[src/hw/rtl/lpht_pkg.sv]
// ----------------------------------------------------------------------------
// lpht_pkg: shared definitions for the linear probe hash table
// Request codes, slot marks, register indexes, state types and widths.
// ----------------------------------------------------------------------------
package lpht_pkg;

  localparam int TABLE_SLOTS_DEF = 1024;
  localparam int KEY_BYTES_DEF   = 8;

  localparam int REQ_W      = 3;
  localparam int KEY_W      = 64;
  localparam int SLOT_W     = 10;
  localparam int TOTAL_W    = 10;
  localparam int TSIZE_W    = 11;
  localparam int MAXE_W     = 10;
  localparam int CFG_IDX_W  = 4;
  localparam int CFG_DATA_W = 16;
  localparam int HPOLY_W    = 30;

  localparam logic [TSIZE_W-1:0] TSIZE_RST = 11'd1024;
  localparam logic [MAXE_W-1:0]  MAXE_RST  = 10'd1023;

  typedef enum logic [REQ_W-1:0] {
    REQ_FIND       = 3'd0,
    REQ_ENTER      = 3'd1,
    REQ_REMOVE     = 3'd2,
    REQ_CLEAN      = 3'd3,
    REQ_SCAN_RESET = 3'd4,
    REQ_SCAN_NEXT  = 3'd5
  } req_t;

  typedef enum logic [1:0] {
    MARK_EMPTY   = 2'd0,
    MARK_USED    = 2'd1,
    MARK_REMOVED = 2'd2
  } mark_t;

  typedef enum logic [CFG_IDX_W-1:0] {
    REG_TABLE_SIZE  = 4'd0,
    REG_MAX_ENTRIES = 4'd1
  } cfg_reg_t;

  typedef struct packed {
    logic rd_en;
    logic mark_we;
    logic key_we;
  } store_ctl_t;

  typedef enum logic [1:0] {
    H_IDLE,
    H_POLY,
    H_MOD
  } hash_state_t;

  typedef enum logic [2:0] {
    ST_CLEAR,
    ST_IDLE,
    ST_HASH,
    ST_PROBE_RD,
    ST_PROBE_CHK,
    ST_SCAN_RD,
    ST_SCAN_CHK,
    ST_RESP
  } top_state_t;

endpackage

[src/hw/rtl/lpht_hash.sv]
// ----------------------------------------------------------------------------
// lpht_hash: byte-serial key hash and modulo reduction
// One multiplier evaluates the byte polynomial by Horner steps, then a
// shift-subtract loop reduces the 64-bit sum modulo the live table size.
// ----------------------------------------------------------------------------
module lpht_hash #(
  parameter int TABLE_SLOTS = lpht_pkg::TABLE_SLOTS_DEF,
  parameter int KEY_BYTES   = lpht_pkg::KEY_BYTES_DEF,
  localparam int IDX_W = (TABLE_SLOTS > 2) ? $clog2(TABLE_SLOTS) : 1,
  localparam int CNT_W = IDX_W + 1
) (
  input  logic                         clk,
  input  logic                         rst_n,
  input  logic                         start,
  input  logic [lpht_pkg::KEY_W-1:0]   key,
  input  logic [CNT_W-1:0]             size_n,
  output logic                         done,
  output logic [IDX_W-1:0]             first
);
  import lpht_pkg::*;

  localparam int BC_W = (KEY_BYTES > 1) ? $clog2(KEY_BYTES) : 1;

  hash_state_t               hstate_r, hstate_nxt;
  logic [BC_W-1:0]           byte_r, byte_nxt;
  logic [1:0]                step_r, step_nxt;
  logic signed [HPOLY_W-1:0] h_r, h_nxt;
  logic [KEY_W-1:0]          sum_r, sum_nxt;
  logic [KEY_W-1:0]          key_r, key_nxt;
  logic [5:0]                bit_r, bit_nxt;
  logic [CNT_W-1:0]          rem_r, rem_nxt;
  logic [CNT_W-1:0]          n_r, n_nxt;
  logic                      done_r, done_nxt;

  logic signed [7:0]           xb;
  logic signed [HPOLY_W+7:0]   prod;
  logic signed [HPOLY_W-1:0]   h_step;
  logic [CNT_W:0]              rem_sh;

  assign xb     = key_r[8*byte_r +: 8];
  assign prod   = h_r * xb;
  assign h_step = prod[HPOLY_W-1:0] + HPOLY_W'(1);
  assign rem_sh = {rem_r, sum_r[KEY_W-1]};

  always_comb begin
    hstate_nxt = hstate_r;
    unique case (hstate_r)
      H_IDLE: if (start) hstate_nxt = H_POLY;
      H_POLY: if (step_r == 2'd3 && byte_r == BC_W'(KEY_BYTES - 1)) hstate_nxt = H_MOD;
      H_MOD:  if (bit_r == 6'd63) hstate_nxt = H_IDLE;
      default: hstate_nxt = H_IDLE;
    endcase
  end

  always_comb begin
    byte_nxt = byte_r;
    step_nxt = step_r;
    h_nxt    = h_r;
    sum_nxt  = sum_r;
    key_nxt  = key_r;
    bit_nxt  = bit_r;
    rem_nxt  = rem_r;
    n_nxt    = n_r;
    done_nxt = 1'b0;
    unique case (hstate_r)
      H_IDLE: begin
        if (start) begin
          key_nxt  = key;
          n_nxt    = size_n;
          sum_nxt  = '0;
          byte_nxt = '0;
          step_nxt = '0;
          h_nxt    = HPOLY_W'(1);
        end
      end
      H_POLY: begin
        // Horner form: ((((x+1)x+1)x+1)x+1) after four steps from one.
        step_nxt = step_r + 2'd1;
        h_nxt    = h_step;
        if (step_r == 2'd3) begin
          sum_nxt  = sum_r + {{(KEY_W-HPOLY_W){h_step[HPOLY_W-1]}}, h_step};
          h_nxt    = HPOLY_W'(1);
          byte_nxt = byte_r + BC_W'(1);
          bit_nxt  = '0;
          rem_nxt  = '0;
        end
      end
      H_MOD: begin
        if (rem_sh >= {1'b0, n_r}) rem_nxt = CNT_W'(rem_sh - {1'b0, n_r});
        else                       rem_nxt = CNT_W'(rem_sh);
        sum_nxt = {sum_r[KEY_W-2:0], 1'b0};
        bit_nxt = bit_r + 6'd1;
        if (bit_r == 6'd63) done_nxt = 1'b1;
      end
      default: ;
    endcase
  end

  always_ff @(posedge clk) begin
    if (!rst_n) begin
      hstate_r <= H_IDLE;
      done_r   <= 1'b0;
    end else begin
      hstate_r <= hstate_nxt;
      done_r   <= done_nxt;
    end
    byte_r <= byte_nxt;
    step_r <= step_nxt;
    h_r    <= h_nxt;
    sum_r  <= sum_nxt;
    key_r  <= key_nxt;
    bit_r  <= bit_nxt;
    rem_r  <= rem_nxt;
    n_r    <= n_nxt;
  end

  assign done  = done_r;
  assign first = rem_r[IDX_W-1:0];

endmodule

[config.mk]
export PLATFORM = sky130hd
export DESIGN_NAME = lpht_hash
export DESIGN_NICKNAME = d
export VERILOG_FILES = /design/src/hw/rtl/lpht_pkg.sv /design/src/hw/rtl/lpht_hash.sv
export SDC_FILE = /design/constraint.sdc
export NUM_CORES = 1
export LEC_CHECK = 0
export BUFFER_PORTS_ARGS = -buffer_cell sky130_fd_sc_hd__buf_2
export CAP_MARGIN = 20
export CORE_UTILIZATION = 52
export CTS_BUF_LIST = sky130_fd_sc_hd__clkbuf_8
export CTS_CLUSTER_DIAMETER = 120
export CTS_CLUSTER_SIZE = 20
export DETAILED_ROUTE_END_ITERATION = 12
export PLACE_DENSITY_LB_ADDON = 0.08
export SLEW_MARGIN = 20
export SYNTH_ARGS = -nofsm -noshare
export SYNTH_HDL_FRONTEND = slang
export SYNTH_SLANG_ARGS = --single-unit
[constraint.sdc]
create_clock -name clk -period 11.27 [get_ports clk]
set_input_delay 1.127 -clock clk [delete_from_list [all_inputs] [get_ports clk]]
set_output_delay 1.127 -clock clk [all_outputs]
set_load 0.1 [all_outputs]
==> results.py, run 1 <==
metrics = {
    "floorplan": {
        "fp.dieArea_sq_mm": 0.0369,
        "initial_core_util_pct": 52.9,
        "die_w_um": 192,
        "io_pins": 89,
        "die_h_um": 192,
        "core_area_sq_mm": 0.0356,
        "num_rows": 69,
    },
    "yosys": {
        "avgSynthCellArea_sq_um": 9.82,
        "yosysMostFrequentCell": "inv_1",
        "synthTopCellsByCount": "inv_1 (257), edfxtp_1 (191), and2_1 (164)",
        "synth-warning-count": 0,
        "post_synth_num_cell_types": 77,
        "synth-seq-area-share_pct": 30.8,
        "synth_edf_count": 191,
        "ys_seq_elements": 194,
        "syn_inst": 1915,
        "netlist.area_leader.share_pct": 30.5,
        "ys.flop_type": "edfxtp_1",
        "ys_async_sr_fraction_pct": 0,
        "yosys.area.top_type": "edfxtp_1",
        "syn-cell-area_sq_mm": 0.0188,
        "syn-num-nets": 2289,
        "synth_area_leaders": "edfxtp_1 (31%), fa_1 (16%), ha_1 (10%)",
    },
    "sta": {
        "finClkSkew_ns": 0.0240,
        "hold_viol": 0,
        "rsz0062_at_grt": "false",
        "finalCritPeriodShare_pct": 89.6,
        "setup_violations": 0,
        "setup_ws_ns": 1.18,
        "tightest_slew_ns": 1.07,
        "finalCriticalPeriod_ns": 10.09,
        "final_max_slew_viol_count": 0,
        "clock.fmax_ghz": 0.0991,
        "max-slew-margin-rel_pct": 28.9,
        "finalSetupTns_ns": 0,
    },
    "global_route": {
        "grt_pass1_wl_um": 69800,
        "track_usage_pct": 23.7,
        "antenna_found_initial": 0,
        "grt_pass1_vias": 14038,
        "overflow": 0,
        "grt_max_degree": 77,
    },
    "placed_design": {
        "gp_congestion": 0.857,
        "dp_hpwl_um": 30400,
        "portBuffers": 88,
        "post-place-ws_ns": 0.667,
    },
    "route": {
        "ant_nets": 0,
        "dr.pass1.iters": 5,
        "avgViaCountPerCell": 5.49,
        "route.detailed.drc": 0,
        "wirelength_um": 40900,
        "drt_iter0_drc": 793,
        "via_count": 13388,
        "avgRoutedWirePerCell_um": 16.8,
    },
    "layout": {
        "drive_gt1_share_pct": 8.99,
        "final_nets": 2340,
        "final_util_pct": 56.6,
        "synthToLayoutAreaGrowth_pct": 7.03,
        "n_antenna_cell": 0,
    },
    "worst_setup_path": {
        "r2r_cells": 32,
        "r2r-end": "sum_r[59]",
        "start_kind": "register",
        "slowest_stage": "a21oi_2",
        "cp_max_fo": 24,
        "crit_path_frequent_cell": "fa_1",
        "critPathMaxStageDelay_ns": 0.76,
        "cp.required_ns": 11.49,
        "endpoint_kind": "register",
        "worst-setup-path-type": "register to register",
        "reg2reg_slack_ns": 1.18,
        "timing.rr.start": "byte_r[1]",
        "crit_arrival_ns": 10.31,
    },
    "run_status": {
        "status": "complete, no violations",
    },
    "clock_network": {
        "cts.htree.levels": 4,
        "cts_num_sinks": 194,
        "numCtsBuffers": 17,
        "path_clk_slew_ns": 0.11,
        "insertion_delay_ns": 0.50,
        "cts-root-buf": "clkbuf_8",
        "cts_tree": "done",
        "max-clock-path-buffers": 2,
    },
    "hold_path": {
        "hp-class": "register to register",
        "worstHoldPathCells": 1,
        "hold_end": "step_r[0]",
        "hp-start": "step_r[0]",
    },
    "run": {
        "maxCapViolCount": 0,
    },
}
[routing by layer]
layer / global-route usage (%) / vias to the layer above / wire (um)
met4: 4.39 / 0 / 340
met3: 3.16 / 27 / 1590
met2: 39.0 / 237 / 19100
met5: 0 / - / 0
met1: 33.7 / 6530 / 19900
li1: - / 6594 / -
[sequential cells by signal, indices dropped and copies added (netlist names)]
name / flops
bit_r: 6
hstate_r: 2
byte_r: 3
n_r: 11
sum_r: 64
step_r: 2
h_r: 30
key_r: 64
done: 1
rem_r: 11
[timing repair]
| action | in CTS | in global routing |
|---|---|---|
| gates resized for setup | 0 | 0 |
| setup endpoints to repair | 0 | 3 |
| hold buffers | 0 | 0 |
| hold endpoints to repair | 0 | 0 |
| buffers inserted | 0 | 6 |
[cell usage in the layout (no fill, tap or decap), drive strengths merged, types with 4 or more instances in the layout]
cell and instances:
inv 263, nor3 21, a21o 46, o211ai 7
nand4 11, xnor2 63, nand3 21, nor4 5
or2 7, a22o 5, buf 109, a21boi 9
nand2 137, xor2 35, a22oi 31, o31ai 9
mux2i 13, nor2b 85, or3 11, nor2 85
a211oi 11, clkinv 6, and2 164, o21a 14
edfxtp 191, a21oi 92, mux4 12, clkbuf 17
fa 146, o21ai 100, ha 150, o31a 6
nor3b 4, o21bai 9, and3 8, nand2b 17
a31oi 9
[worst max-delay path: cells and delay by family (launching register included)]
family                     cells  cell delay, ns
adders and majority gates      6            2.83
buffers and inverters          2            0.10
AOI/OAI and AO/OA             16            4.49
DFF                            1            0.57
and+or+nand+nor                6            1.05
xor gates and xnor gates       2            0.76
[through the flow]
step                cell area, sq um  cells  hold WS (ns)
detailed placement             19600   2402         0.546
finish                         20100   2440         0.567
CTS                            20100   2434         0.572
global route                   20100   2440         0.598
global placement               19600   2402         0.544
floorplan                      18800   1915         0.528
[worst max-delay path by stage]
stage,depth (start not counted),end,start
after floorplan,34,sum_r[60],byte_r[0]
after global placement,32,sum_r[60],byte_r[0]
after detailed placement,32,sum_r[59],byte_r[0]
after CTS,32,sum_r[59],byte_r[0]
after global routing,32,sum_r[59],byte_r[1]
final,32,sum_r[59],byte_r[1]
[cell type report]
| type | instances | area [sq um] |
|---|---|---|
| Multi-Input combinational cell | 1387 | 11700 |
| Clock buffer | 17 | 234 |
| Inverter | 257 | 965 |
| Fill cell | 3154 | 15400 |
| Tap cell | 461 | 577 |
| Timing Repair Buffer | 109 | 611 |
| Sequential cell | 194 | 5800 |
| Clock inverter | 15 | 194 |
[cell families (layout without fill, tap and decap cells)]
group | after synthesis | in the layout | share of synthesized area, %
compound gates | 382 | 382 | 13.2
xor+xnor | 98 | 98 | 4.65
fa+ha+maj | 296 | 296 | 25.5
buf+inv | 334 | 398 | 6.99
flops | 194 | 194 | 30.8
mux | 28 | 28 | 2.54
simple gates | 583 | 583 | 16.3
Power of run 1 is not shown: default switching activity piles up to over one toggle a cycle in this logic, so the estimate is an artifact.
==> run 2, diff against run 1 <==
ABC_AREA = 1   (was unset)
==> run 2 against run 1 <==
Net effect: routed wire length grew 27%; worst hold slack lost 0.012 ns; clock skew shrank 0.0017 ns; first-iteration DRC count grew 40%; non-clock buffer count shrank 8; design area grew 3.1%; fmax grew 1.7%; utilization shrank 0.17 points; setup slack gained 0.17 ns; cell count grew 25%.
==> results.py, run 2 <==
metrics = {
    "clock_network": {
        "post_cts_buffers": 0,
        "ctsHoldBuffers": 0,
        "path_clk_slew_ns": 0.11,
        "cts-root-buf": "clkbuf_8",
        "numCtsBuffers": 17,
        "cts_num_sinks": 194,
        "cts.htree.levels": 4,
        "max-clock-path-buffers": 2,
        "postCtsResizedCells": 0,
        "insertion_delay_ns": 0.52,
        "cts_tree": "done",
    },
    "worst_setup_path": {
        "start_kind": "register",
        "timing.rr.start": "byte_r[0]",
        "reg2reg_slack_ns": 1.34,
        "r2r-end": "sum_r[53]",
        "cp.required_ns": 11.49,
        "crit_family": "adder cells",
        "endpoint_kind": "register",
        "slowest_stage": "edfxtp_1",
        "crit_path_frequent_cell": "inv_1",
        "critPathMaxStageDelay_ns": 0.83,
        "worst-setup-path-type": "register to register",
        "crit_arrival_ns": 10.15,
        "r2r_cells": 43,
        "crit_buf_inv": 14,
        "cp_max_fo": 30,
        "crit_cells": 43,
    },
    "layout": {
        "synthToLayoutAreaGrowth_pct": 6.25,
        "n_antenna_cell": 0,
        "final_nets": 2938,
        "most-common-layout-cells": "inv_1 (521), nand2_1 (418), nor2_1 (342), a21oi_1 (227), edfxtp_1 (191)",
        "final_common_cell": "inv_1",
        "nFillCells": 3452,
        "reg_top3": "key_r x64, sum_r x64, h_r x30",
        "drive_gt1_share_pct": 7.06,
    },
    "yosys": {
        "synth_fa_ha_area_share_pct": 24.6,
        "syn-num-nets": 2884,
        "synthTopCellsByCount": "inv_1 (522), nand2_1 (418), nor2_1 (343)",
        "synth_xor_area_share_pct": 1.61,
        "synth_compound_area_share_pct": 12.1,
        "netlist.area_leader.share_pct": 29.4,
        "syn-cell-area_sq_mm": 0.0195,
        "synth-seq-area-share_pct": 29.7,
        "yosysMostFrequentCell": "inv_1",
        "avgSynthCellArea_sq_um": 7.78,
        "ys_async_sr_fraction_pct": 0,
        "muxShareOfSynthArea_pct": 0,
        "synth_top_family_by_area": "adder cells",
        "synth_edf_count": 191,
        "ys.flop_type": "edfxtp_1",
        "synth-warning-count": 0,
        "synth_area_leaders": "edfxtp_1 (29%), fa_1 (15%), inv_1 (10%)",
        "syn_inst": 2510,
        "ys_seq_elements": 194,
        "post_synth_num_cell_types": 46,
        "synthSimpleGateAreaFrac_pct": 20.1,
        "yosys.area.top_type": "edfxtp_1",
    },
    "sta": {
        "finalCritPeriodShare_pct": 88.1,
        "max-slew-margin-rel_pct": 31.1,
        "clock.fmax_ghz": 0.101,
        "finalCriticalPeriod_ns": 9.93,
        "finalSetupTns_ns": 0,
        "final_max_slew_viol_count": 0,
        "hold_viol": 0,
        "setup_violations": 0,
        "rsz0062_at_grt": "false",
        "tightest_slew_ns": 1.03,
        "finClkSkew_ns": 0.0224,
    },
    "global_route": {
        "grt_pass1_wl_um": 85800,
        "grt_pass1_vias": 16768,
        "track_usage_pct": 28.4,
        "overflow": 0,
        "antenna_found_initial": 0,
        "grt_max_degree": 79,
    },
    "route": {
        "drt_iter0_drc": 1113,
        "top_layer": "met4",
        "met2_length_um": 25400,
        "route.detailed.drc": 0,
        "wirelength_um": 52200,
        "met1_length_um": 22800,
        "avgRoutedWirePerCell_um": 17.1,
        "dr_wl_met3_um": 2800,
        "via_count": 16635,
        "ant_nets": 0,
        "dr.pass1.iters": 6,
        "avgViaCountPerCell": 5.46,
    },
    "floorplan": {
        "die_h_um": 196,
        "core_area_sq_mm": 0.0368,
        "die_w_um": 196,
        "num_rows": 70,
        "initial_core_util_pct": 53.1,
        "fp.dieArea_sq_mm": 0.0383,
        "io_pins": 89,
    },
    "placed_design": {
        "portBuffers": 88,
        "gp_congestion": 0.987,
        "dp_hpwl_um": 41400,
    },
    "hold_path": {
        "hold_end": "hstate_r[0]",
        "hp-class": "register to register",
        "hp-start": "hstate_r[0]",
        "worstHoldPathCells": 2,
    },
    "run_status": {
        "status": "complete, no violations",
    },
    "run": {
        "maxCapViolCount": 0,
    },
}
==> run 2: cell types whose count changed after synthesis, moves of 30 or more <==
cell / previous run / this run
nand2_1: 137 / 418
nor2b_1: 85 / 0
a22oi_1: 31 / 0
o21ai_0: 88 / 118
nor2_1: 85 / 343
nand3_1: 21 / 119
a21oi_1: 88 / 228
a21o_1: 46 / 5
and2_1: 164 / 0
xnor2_1: 61 / 12
inv_1: 257 / 522
==> run 2: cells by family after synthesis <==
kind of cell    Yosys count
simple gates            957
buf+inv                 594
compound gates          433
fa+ha+maj               296
flops                   194
xor+xnor                 36
==> run 2: metal layers <==
| metal | vias up | global-route usage (%) |
|---|---|---|
| met5 | - | 0 |
| met4 | 0 | 8.22 |
| met3 | 81 | 4.01 |
| met2 | 523 | 49.3 |
| met1 | 7896 | 36.9 |
| li1 | 8135 | - |
==> run 2: worst max path at each step <==
stage	start	to	slack, ns
2_1_floorplan	byte_r[0]	sum_r[53]	3.78
3_3_place_gp	byte_r[1]	sum_r[53]	1.58
3_5_place_dp	byte_r[0]	sum_r[53]	1.41
4_1_cts	byte_r[0]	sum_r[53]	1.35
5_1_grt	byte_r[0]	sum_r[53]	0.67
6_report	byte_r[0]	sum_r[53]	1.34
==> run 2: worst register-to-register path: cells and delay by family (launching register included) <==
kind                     cells  cell delay, ns
AO/OA/AOI/OAI                9            1.58
buffers and inverters       14            2.50
flip-flops                   1            0.83
AND/OR/NAND/NOR             14            2.25
adder cells (fa/ha/maj)      6            2.48
==> run 2: final cells by class <==
type / instances / area [sq um] / area share, %
Multi-Input combinational cell: 1722 / 11400 / 55.1
Tap cell: 468 / 586 / 2.82
Clock buffer: 17 / 234 / 1.13
Sequential cell: 194 / 5800 / 27.9
Clock inverter: 15 / 186 / 0.899
Inverter: 528 / 1990 / 9.58
Timing Repair Buffer: 101 / 538 / 2.59
==> run 2: through the flow <==
stage                     util (%)  cells  area, sq um  setup WS (ns)  hold slack [ns]
after floorplan                  -   2510        19500           3.78            0.491
after global placement        55.3   3013        20300           1.58            0.519
after detailed placement      55.3   3013        20300           1.41            0.544
after CTS                     56.4   3045        20700           1.35            0.559
after global routing          56.4   3045        20700          0.669            0.579
final                         56.4   3045        20700           1.34            0.556
Power of run 2 is left out for the same reason.
